[src/design/kdlr_pkg.sv]
// shared constants, types and codes of the key debounce block
package kdlr_pkg;

  localparam int NUM_KEYS     = 3;
  localparam int FILTER_TICKS = 5;
  localparam int FIFO_DEPTH   = 16;
  localparam int CFG_KEYS     = 3;

  localparam int FILT_HI    = 2 * FILTER_TICKS;
  localparam int FILT_W     = $clog2(FILT_HI + 1);
  localparam int FILT_RESET = FILTER_TICKS / 2;

  localparam int LT_W     = 16;
  localparam int RS_W     = 8;
  localparam int LT_RESET = 100;
  localparam int CODE_W   = 5;
  localparam int ACT_W    = 2;

  localparam int CFG_IDX_W       = $clog2(2 * CFG_KEYS);
  localparam int CFG_DATA_W      = LT_W;
  localparam int CFG_LONG_BASE   = 0;
  localparam int CFG_REPEAT_BASE = CFG_KEYS;

  localparam int CODE_DOWN_OFS = 1;
  localparam int CODE_UP_OFS   = 2;
  localparam int CODE_LONG_OFS = 3;

  localparam int NUM_SLOTS = 2 * NUM_KEYS;
  localparam int SLOT_W    = $clog2(NUM_SLOTS);
  localparam int PTR_W     = $clog2(FIFO_DEPTH);
  localparam int CNT_W     = $clog2(FIFO_DEPTH + 1);

  localparam int CMDQ_DEPTH = 2;
  localparam int CMDQ_PTR_W = $clog2(CMDQ_DEPTH);
  localparam int CMDQ_CNT_W = $clog2(CMDQ_DEPTH + 1);

  typedef enum logic [ACT_W-1:0] {
    ACT_TICK  = 2'd0,
    ACT_POP   = 2'd1,
    ACT_CLEAR = 2'd2
  } action_e;

  typedef enum logic [1:0] {
    BK_IDLE,
    BK_PUSH,
    BK_READ,
    BK_SEND
  } back_state_e;

  // one classified transaction handed from front to back
  typedef struct packed {
    action_e                         act;
    logic [NUM_SLOTS-1:0]            valid;
    logic [NUM_SLOTS-1:0][CODE_W-1:0] codes;
  } cmd_t;

endpackage

[src/design/kdlr_front.sv]
// front end: configuration, per-key debounce filters and event classification
module kdlr_front import kdlr_pkg::*; (
  input  logic                  clk_i,
  input  logic                  rst_ni,
  input  logic                  cfg_we_i,
  input  logic [CFG_IDX_W-1:0]  cfg_index_i,
  input  logic [CFG_DATA_W-1:0] cfg_data_i,
  input  logic                  in_valid_i,
  output logic                  in_stall_o,
  input  logic [ACT_W-1:0]      action_i,
  input  logic [NUM_KEYS-1:0]   key_levels_i,
  input  logic                  q_full_i,
  output logic                  q_push_o,
  output cmd_t                  q_cmd_o
);

  logic [FILT_W-1:0] fc_q [NUM_KEYS];
  logic [FILT_W-1:0] fc_d [NUM_KEYS];
  logic              pr_q [NUM_KEYS];
  logic              pr_d [NUM_KEYS];
  logic [LT_W-1:0]   lc_q [NUM_KEYS];
  logic [LT_W-1:0]   lc_d [NUM_KEYS];
  logic [RS_W-1:0]   rc_q [NUM_KEYS];
  logic [RS_W-1:0]   rc_d [NUM_KEYS];
  logic [LT_W-1:0]   lt_q [NUM_KEYS];
  logic [LT_W-1:0]   lt_d [NUM_KEYS];
  logic [RS_W-1:0]   rs_q [NUM_KEYS];
  logic [RS_W-1:0]   rs_d [NUM_KEYS];

  logic accept;
  logic tick;

  assign in_stall_o = q_full_i;
  assign accept     = in_valid_i && !q_full_i;
  assign tick       = accept && (action_e'(action_i) == ACT_TICK);
  assign q_push_o   = accept;

  always_comb begin
    logic [LT_W-1:0] lc_inc;
    logic [RS_W-1:0] rc_inc;
    q_cmd_o.act   = action_e'(action_i);
    q_cmd_o.valid = '0;
    q_cmd_o.codes = '0;
    lc_inc        = '0;
    rc_inc        = '0;
    for (int k = 0; k < NUM_KEYS; k++) begin
      fc_d[k] = fc_q[k];
      pr_d[k] = pr_q[k];
      lc_d[k] = lc_q[k];
      rc_d[k] = rc_q[k];
      lt_d[k] = lt_q[k];
      rs_d[k] = rs_q[k];
      lc_inc  = LT_W'(lc_q[k] + LT_W'(1));
      rc_inc  = RS_W'(rc_q[k] + RS_W'(1));
      if (tick) begin
        if (key_levels_i[k]) begin
          if (fc_q[k] < FILT_W'(FILTER_TICKS)) begin
            fc_d[k] = FILT_W'(FILTER_TICKS);
          end else if (fc_q[k] < FILT_W'(FILT_HI)) begin
            fc_d[k] = FILT_W'(fc_q[k] + FILT_W'(1));
          end else begin
            if (!pr_q[k]) begin
              pr_d[k]               = 1'b1;
              q_cmd_o.valid[2*k]    = 1'b1;
              q_cmd_o.codes[2*k]    = CODE_W'(3 * k + CODE_DOWN_OFS);
            end
            if (lt_q[k] != '0) begin
              if (lc_q[k] < lt_q[k]) begin
                lc_d[k] = lc_inc;
                if (lc_inc == lt_q[k]) begin
                  q_cmd_o.valid[2*k+1] = 1'b1;
                  q_cmd_o.codes[2*k+1] = CODE_W'(3 * k + CODE_LONG_OFS);
                end
              end else if (rs_q[k] != '0) begin
                if (rc_inc >= rs_q[k]) begin
                  rc_d[k]              = '0;
                  q_cmd_o.valid[2*k+1] = 1'b1;
                  q_cmd_o.codes[2*k+1] = CODE_W'(3 * k + CODE_DOWN_OFS);
                end else begin
                  rc_d[k] = rc_inc;
                end
              end
            end
          end
        end else begin
          if (fc_q[k] > FILT_W'(FILTER_TICKS)) begin
            fc_d[k] = FILT_W'(FILTER_TICKS);
          end else if (fc_q[k] != '0) begin
            fc_d[k] = FILT_W'(fc_q[k] - FILT_W'(1));
          end else if (pr_q[k]) begin
            pr_d[k]            = 1'b0;
            q_cmd_o.valid[2*k] = 1'b1;
            q_cmd_o.codes[2*k] = CODE_W'(3 * k + CODE_UP_OFS);
          end
          lc_d[k] = '0;
          rc_d[k] = '0;
        end
      end
      // register writes of a key also restart its repeat timing
      if (cfg_we_i && (k < CFG_KEYS)) begin
        if (cfg_index_i == CFG_IDX_W'(CFG_LONG_BASE + k)) begin
          lt_d[k] = cfg_data_i[LT_W-1:0];
          rc_d[k] = '0;
        end
        if (cfg_index_i == CFG_IDX_W'(CFG_REPEAT_BASE + k)) begin
          rs_d[k] = cfg_data_i[RS_W-1:0];
          rc_d[k] = '0;
        end
      end
    end
  end

  always_ff @(posedge clk_i or negedge rst_ni) begin
    if (!rst_ni) begin
      for (int k = 0; k < NUM_KEYS; k++) begin
        fc_q[k] <= FILT_W'(FILT_RESET);
        pr_q[k] <= 1'b0;
        lc_q[k] <= '0;
        rc_q[k] <= '0;
        lt_q[k] <= LT_W'(LT_RESET);
        rs_q[k] <= '0;
      end
    end else begin
      for (int k = 0; k < NUM_KEYS; k++) begin
        fc_q[k] <= fc_d[k];
        pr_q[k] <= pr_d[k];
        lc_q[k] <= lc_d[k];
        rc_q[k] <= rc_d[k];
        lt_q[k] <= lt_d[k];
        rs_q[k] <= rs_d[k];
      end
    end
  end

endmodule

[src/design/kdlr_cmdq.sv]
// short command queue between the front end and the event fifo engine
module kdlr_cmdq import kdlr_pkg::*; (
  input  logic clk_i,
  input  logic rst_ni,
  input  logic push_i,
  input  cmd_t cmd_i,
  output logic full_o,
  output logic head_valid_o,
  output cmd_t head_o,
  input  logic pop_i
);

  cmd_t                  entry_q [CMDQ_DEPTH];
  logic [CMDQ_PTR_W-1:0] wptr_q, wptr_d;
  logic [CMDQ_PTR_W-1:0] rptr_q, rptr_d;
  logic [CMDQ_CNT_W-1:0] cnt_q, cnt_d;
  logic                  do_push;
  logic                  do_pop;

  function automatic logic [CMDQ_PTR_W-1:0] wrap_inc(input logic [CMDQ_PTR_W-1:0] p);
    logic [CMDQ_PTR_W-1:0] r;
    if (p == CMDQ_PTR_W'(CMDQ_DEPTH - 1)) begin
      r = '0;
    end else begin
      r = CMDQ_PTR_W'(p + CMDQ_PTR_W'(1));
    end
    return r;
  endfunction

  assign full_o       = (cnt_q == CMDQ_CNT_W'(CMDQ_DEPTH));
  assign head_valid_o = (cnt_q != '0);
  assign head_o       = entry_q[rptr_q];
  assign do_push      = push_i && !full_o;
  assign do_pop       = pop_i && head_valid_o;

  always_comb begin
    wptr_d = do_push ? wrap_inc(wptr_q) : wptr_q;
    rptr_d = do_pop ? wrap_inc(rptr_q) : rptr_q;
    cnt_d  = cnt_q;
    if (do_push && !do_pop) begin
      cnt_d = CMDQ_CNT_W'(cnt_q + CMDQ_CNT_W'(1));
    end else if (do_pop && !do_push) begin
      cnt_d = CMDQ_CNT_W'(cnt_q - CMDQ_CNT_W'(1));
    end
  end

  always_ff @(posedge clk_i) begin
    if (do_push) begin
      entry_q[wptr_q] <= cmd_i;
    end
  end

  always_ff @(posedge clk_i or negedge rst_ni) begin
    if (!rst_ni) begin
      wptr_q <= '0;
      rptr_q <= '0;
      cnt_q  <= '0;
    end else begin
      wptr_q <= wptr_d;
      rptr_q <= rptr_d;
      cnt_q  <= cnt_d;
    end
  end

endmodule

[src/design/kdlr_back.sv]
// back end: event fifo with one write port, pop and clear, result register
module kdlr_back import kdlr_pkg::*; (
  input  logic              clk_i,
  input  logic              rst_ni,
  input  logic              q_valid_i,
  input  cmd_t              q_head_i,
  output logic              q_pop_o,
  output logic              out_valid_o,
  input  logic              out_stall_i,
  output logic [CODE_W-1:0] key_code_o,
  output logic [CNT_W-1:0]  pending_o
);

  back_state_e       state_q, state_d;
  cmd_t              cmd_q;
  logic [SLOT_W-1:0] slot_q;
  logic [PTR_W-1:0]  rptr_q;
  logic [PTR_W-1:0]  wptr_q;
  logic [CNT_W-1:0]  count_q;
  logic [CODE_W-1:0] code_q;
  logic [CODE_W-1:0] rd_q;
  logic [CODE_W-1:0] mem [FIFO_DEPTH];

  logic do_push;
  logic do_pop;
  logic do_clear;
  logic load_code;
  logic last_slot;
  logic not_full;

  function automatic logic [PTR_W-1:0] ptr_inc(input logic [PTR_W-1:0] p);
    logic [PTR_W-1:0] r;
    if (p == PTR_W'(FIFO_DEPTH - 1)) begin
      r = '0;
    end else begin
      r = PTR_W'(p + PTR_W'(1));
    end
    return r;
  endfunction

  assign last_slot = (slot_q == SLOT_W'(NUM_SLOTS - 1));
  assign not_full  = (count_q < CNT_W'(FIFO_DEPTH));

  // next state
  always_comb begin
    state_d = state_q;
    unique case (state_q)
      BK_IDLE: begin
        if (q_valid_i) begin
          priority case (q_head_i.act)
            ACT_TICK: state_d = BK_PUSH;
            ACT_POP:  state_d = (count_q != '0) ? BK_READ : BK_SEND;
            default:  state_d = BK_SEND;
          endcase
        end
      end
      BK_PUSH: begin
        if (last_slot) begin
          state_d = BK_SEND;
        end
      end
      BK_READ: state_d = BK_SEND;
      BK_SEND: begin
        if (!out_stall_i) begin
          state_d = BK_IDLE;
        end
      end
      default: state_d = BK_IDLE;
    endcase
  end

  // outputs
  always_comb begin
    q_pop_o     = 1'b0;
    do_push     = 1'b0;
    do_pop      = 1'b0;
    do_clear    = 1'b0;
    load_code   = 1'b0;
    out_valid_o = 1'b0;
    unique case (state_q)
      BK_IDLE: begin
        q_pop_o  = q_valid_i;
        do_pop   = q_valid_i && (q_head_i.act == ACT_POP) && (count_q != '0);
        do_clear = q_valid_i && (q_head_i.act == ACT_CLEAR);
      end
      BK_PUSH: do_push = cmd_q.valid[slot_q] && not_full;
      BK_READ: load_code = 1'b1;
      BK_SEND: out_valid_o = 1'b1;
      default: out_valid_o = 1'b0;
    endcase
  end

  assign key_code_o = code_q;
  assign pending_o  = count_q;

  // event store, read data registered
  always_ff @(posedge clk_i) begin
    if (do_push) begin
      mem[wptr_q] <= cmd_q.codes[slot_q];
    end
    rd_q <= mem[rptr_q];
  end

  always_ff @(posedge clk_i) begin
    if (q_pop_o) begin
      cmd_q  <= q_head_i;
      code_q <= '0;
    end else if (load_code) begin
      code_q <= rd_q;
    end
  end

  always_ff @(posedge clk_i or negedge rst_ni) begin
    if (!rst_ni) begin
      state_q <= BK_IDLE;
      slot_q  <= '0;
      rptr_q  <= '0;
      wptr_q  <= '0;
      count_q <= '0;
    end else begin
      state_q <= state_d;
      if (q_pop_o) begin
        slot_q <= '0;
      end else if (state_q == BK_PUSH) begin
        slot_q <= SLOT_W'(slot_q + SLOT_W'(1));
      end
      if (do_push) begin
        wptr_q  <= ptr_inc(wptr_q);
        count_q <= CNT_W'(count_q + CNT_W'(1));
      end else if (do_pop) begin
        rptr_q  <= ptr_inc(rptr_q);
        count_q <= CNT_W'(count_q - CNT_W'(1));
      end else if (do_clear) begin
        rptr_q  <= wptr_q;
        count_q <= '0;
      end
    end
  end

`ifndef NO_ASSERTIONS
  a_count_bound: assert property (@(posedge clk_i) disable iff (!rst_ni)
    count_q <= CNT_W'(FIFO_DEPTH))
    else $error("event fifo count above depth");

  a_push_exit: assert property (@(posedge clk_i) disable iff (!rst_ni)
    (state_q == BK_PUSH) |=> (state_q == BK_PUSH || state_q == BK_SEND))
    else $error("push sequence left for a wrong state");

  a_clear_empties: assert property (@(posedge clk_i) disable iff (!rst_ni)
    do_clear |=> (count_q == '0 && rptr_q == wptr_q))
    else $error("clear did not empty the event fifo");

  a_pop_reads: assert property (@(posedge clk_i) disable iff (!rst_ni)
    do_pop |=> (state_q == BK_READ && count_q == CNT_W'($past(count_q) - CNT_W'(1))))
    else $error("pop did not move to read with one code less");
`endif

endmodule

[src/design/key_debounce_long_repeat_fifo.sv]
// key debounce with long press, auto repeat and event fifo: top level
// a transaction enters the command queue in the cycle it is accepted; the fifo engine
// then, one at a time, steps idle, a push per code slot, send for a tick; idle, read,
// send for a non-empty pop; idle, send for an empty pop, a clear or an unused action.
// send holds while the output stalls; ticks are slowed by the single write port of the
// event store walking every code slot. reset is asynchronous and active low: filters
// start at half the filter time, long times at 100 ticks, repeat off, event fifo empty.
module key_debounce_long_repeat_fifo import kdlr_pkg::*; (
  input  logic                  clk_i,
  input  logic                  rst_ni,
  input  logic                  cfg_we_i,
  input  logic [CFG_IDX_W-1:0]  cfg_index_i,
  input  logic [CFG_DATA_W-1:0] cfg_data_i,
  input  logic                  in_valid_i,
  output logic                  in_stall_o,
  input  logic [ACT_W-1:0]      action_i,
  input  logic [NUM_KEYS-1:0]   key_levels_i,
  output logic                  out_valid_o,
  input  logic                  out_stall_i,
  output logic [CODE_W-1:0]     key_code_o,
  output logic [CNT_W-1:0]      pending_o
);

  logic q_full;
  logic q_push;
  cmd_t q_cmd;
  logic q_head_valid;
  cmd_t q_head;
  logic q_pop;

  kdlr_front u_front (
    .clk_i        (clk_i),
    .rst_ni       (rst_ni),
    .cfg_we_i     (cfg_we_i),
    .cfg_index_i  (cfg_index_i),
    .cfg_data_i   (cfg_data_i),
    .in_valid_i   (in_valid_i),
    .in_stall_o   (in_stall_o),
    .action_i     (action_i),
    .key_levels_i (key_levels_i),
    .q_full_i     (q_full),
    .q_push_o     (q_push),
    .q_cmd_o      (q_cmd)
  );

  kdlr_cmdq u_cmdq (
    .clk_i        (clk_i),
    .rst_ni       (rst_ni),
    .push_i       (q_push),
    .cmd_i        (q_cmd),
    .full_o       (q_full),
    .head_valid_o (q_head_valid),
    .head_o       (q_head),
    .pop_i        (q_pop)
  );

  kdlr_back u_back (
    .clk_i       (clk_i),
    .rst_ni      (rst_ni),
    .q_valid_i   (q_head_valid),
    .q_head_i    (q_head),
    .q_pop_o     (q_pop),
    .out_valid_o (out_valid_o),
    .out_stall_i (out_stall_i),
    .key_code_o  (key_code_o),
    .pending_o   (pending_o)
  );

endmodule

[config.mk]
export PLATFORM = sky130hd
export DESIGN_NAME = key_debounce_long_repeat_fifo
export DESIGN_NICKNAME = d
export VERILOG_FILES = /design/src/design/kdlr_pkg.sv /design/src/design/kdlr_front.sv /design/src/design/kdlr_cmdq.sv /design/src/design/kdlr_back.sv /design/src/design/key_debounce_long_repeat_fifo.sv
export SDC_FILE = /design/constraint.sdc
export NUM_CORES = 1
export LEC_CHECK = 0
export BUFFER_PORTS_ARGS = -buffer_cell sky130_fd_sc_hd__buf_2
export CORE_UTILIZATION = 55
export DETAILED_ROUTE_END_ITERATION = 10
export GPL_TIMING_DRIVEN = 0
export PLACE_DENSITY = 0.71
export SLEW_MARGIN = 20
export SYNTH_ARGS = -nofsm -noshare
export SYNTH_HDL_FRONTEND = slang
export SYNTH_SLANG_ARGS = --single-unit
[constraint.sdc]
create_clock -name clk_i -period 3.8 [get_ports clk_i]
set_input_delay 0.38 -clock clk_i [delete_from_list [all_inputs] [get_ports clk_i]]
set_output_delay 0.38 -clock clk_i [all_outputs]
set_load 0.03 [all_outputs]
==> key figures <==
STA
  – Max-slew headroom: 29.9%
  – Crit share post-route: 92.4%
  – Final setup vio count: 0
  – Final Hold Fails: 0
  – Clk_skew: 7.81 ps
  – RSZ-0062 raised after global routing: no
  – Fin. max-slew vios: 0
  – FMAX: 0.285 GHz
  – Min cycle time layout: 3510 ps
  – Worst-Margin Slew: 1050 ps

Floorplan
  – DIE AREA: 0.0316 mm²
  – Die Y: 178 µm
  – Core ar.: 0.0300 mm²
  – I/O Pins: 41
  – Initial Util: 56.6%
  – Row count: 63
  – Die Width: 178 µm

CTS
  – Hold buffer count at CTS: 1
  – H-tree Lvls: 1
  – Clock buffer depth: 3
  – CTS Sinks: 302
  – Root Driver: clkbuf_16
  – Clock Latency Late Sink: 560 ps
  – Clock-pin slew on the worst setup and hold paths: 60 ps
  – CTS tree: built
  – CTS resizes: 0
  – CTS Buf Count: 31
  – Post-CTS Setup Bufs: 0

Logic synthesis
  – Cell area after synthesis: 0.0170 mm²
  – Seq cells post-synth: 302
  – Sequential-to-total area share from yosys stat: 47.7%
  – Async set or reset register ratio after synthesis: 59.9%
  – Synth top area share: 24.9%
  – Synth top area cells: dfrtp_1 25%, edfxtp_1 20%, ha_1 7.5%
  – Dominant synthesized flop cell: dfrtp_1
  – Post-synth top area cell: dfrtp_1
  – Cells after Synth: 1618
  – EDFF count, synth: 113
  – Syn_nets: 1749
  – Synth unique cells: 85
  – Syn_area_per_cell: 10.5 µm²
  – Warnings, synthesis: 0

Worst setup path
  – WP data required: 4210 ps
  – CP arrival: 3920 ps
  – Worst path max stage delay: 690 ps
  – Worst path slowest cell: nor4_1
  – Crit path launch type: register
  – Crit-path most repeated cell: a21o_1
  – Setup CP Type: register to register
  – Crit end category: register
  – Crit-path cells: ha_1 -> a21o_1 -> a221o_1 -> a21o_1 -> nor4_1 -> nand4b_1 -> nor4_2 -> a31o_2
  – Worst-path fanout max: 7

Routing
  – First-pass DRT Iterations: 5
  – Via count: 12800
  – Wire per inst: 19.0 µm
  – Via density: 6.09
  – Final wirelength: 40.1 mm
  – Number of DRC markers in iteration 0: 894
  – # DRC: 0
  – Post-route ant nets: 0

Power and ir drop
  – IR drop worst, VDD: 0.358 mV
  – PD cells: 606 mW/mm²
  – Static leakage: 7.67 nW

Place
  – Final HPWL DP: 29.1 mm
  – GP Congestion: 0.908
  – Placed Area: 0.0178 mm²
  – PortBufs: 38

Layout
  – Multi-input gate area in the final layout: 0.00819 mm²
  – Ant diodes: 0
  – Commonest non-fill, non-tap cell in the layout: dfrtp_1
  – Reg area: 0.00810 mm²
  – Filler cells: 2408
  – Design Area, Final: 0.0188 mm²
  – Share of layout cells above drive strength 1: 12.3%
  – # nets final: 1825
  – Final Util: 62.7%
  – Area delta synth->final: 10.7%
  – Most frequent cells in the layout: 169 x dfrtp_1, 153 x nand2_1, 128 x o21ai_0

Global routing
  – Initial antenna violation count: 0
  – Largest net degree at the start of global routing: 96
  – Tot GR Track Use: 26.2%
  – Gr ovfl total: 0
  – First-pass GRT wire length: 65.1 mm
  – Vias in the first global route: 12600

Min path
  – Worst min path class: input pin to register

Job
  – Max Cap Viol: 0

Run status
  – Outcome: finished clean
[through the flow]
stage	power [W]	std cells	hold slack [ps]	worst slack, ps	TNS, ps
after global placement	0.00816	2046	448	-779	-127450
after global routing	0.0121	2108	11.3	112	0
after detailed placement	0.00834	2050	438	355	0
after floorplan	0.00729	1618	84.4	895	0
after CTS	0.0115	2108	11.5	339	0
final	0.0114	2108	32.2	288	0
[power by group]
group | total, W | internal [W] | switching, W
sequential | 0.00474 | 0.00419 | 0.000550
clock | 0.00311 | 0.00183 | 0.00128
combinational | 0.00355 | 0.00145 | 0.00210
total | 0.0114 | 0.00748 | 0.00393
[cells in the mapped netlist, types with 40 or more instances]
cell      count
xnor2_1      57
nand2_1     153
inv_1       106
clkbuf_1     49
o21ai_0     129
mux2_2       40
edfxtp_1    113
a21oi_1      59
nand3_1      47
dfrtp_1     169
ha_1        102
nor2_1       86
[path summary, 6_finish.rpt]
check | depth (start not counted) | slack (ps) | startpoint | end
setup / recovery | 8 | 290 | u_front.lc_q[25] | u_cmdq.entry_q[1][33]
hold / removal | 1 | 30 | action_i[0] | u_cmdq.entry_q[0][36]
setup reg to reg | 8 | 290 | u_front.lc_q[25] | u_cmdq.entry_q[1][33]
hold reg to reg | 2 | 470 | u_back.rd_q[1] | u_back.key_code_o[1]
max in group asynchronous | 4 | 2500 | rst_ni | u_front.lt_q[22]
min in group asynchronous | 3 | 420 | rst_ni | u_cmdq.cnt_q[0]
[layout make-up]
class | count | area share (%)
sequential | 302 | 43.0
clock inverter | 17 | 1.04
tap | 390 | 2.59
inverter | 107 | 2.13
clock buffer | 40 | 4.47
buffer | 73 | 1.68
timing repair buffer | 43 | 1.51
multi-input combinational | 1136 | 43.5
[routing by layer]
metal	track usage, %	vias to the layer above	part of all wire [%]
met5	0	-	0
met4	9.05	0	3.1
met3	3.21	93	5.0
met2	44.0	367	48
met1	35.0	6282	44
li1	-	6093	-
[worst max-delay path: cells and delay by family, from the launching register on]
| family | cells | cell delay, ps |
|---|---|---|
| DFF | 1 | 480 |
| and+or+nand+nor | 3 | 1540 |
| AOI/OAI and AO/OA | 4 | 990 |
| adders and majority gates | 1 | 330 |
[logic make-up (layout without fill, tap and decap cells)]
kind of cell	count (synthesis)	count (layout)	synth area share [%]
flops	302	302	47.7
other cells	1	1	0.0221
compound gates	375	375	14.4
xor+xnor	84	84	4.42
mux	84	84	6.79
fa+ha+maj	102	102	7.51
simple gates	490	490	15.0
buf+inv	180	280	4.23
[flip-flops by register name, summed over array words and instances, names as in the netlist, 5 cells and up]
signal	flops
u_front.lc_q	48
u_back.mem	64
u_back.cmd_q	15
u_front.rs_q	24
u_front.fc_q	12
u_front.rc_q	24
u_back.pending_o	5
u_front.lt_q	48
u_cmdq.entry_q	34
No activity file was read; power rests on OpenSTA's default activity.
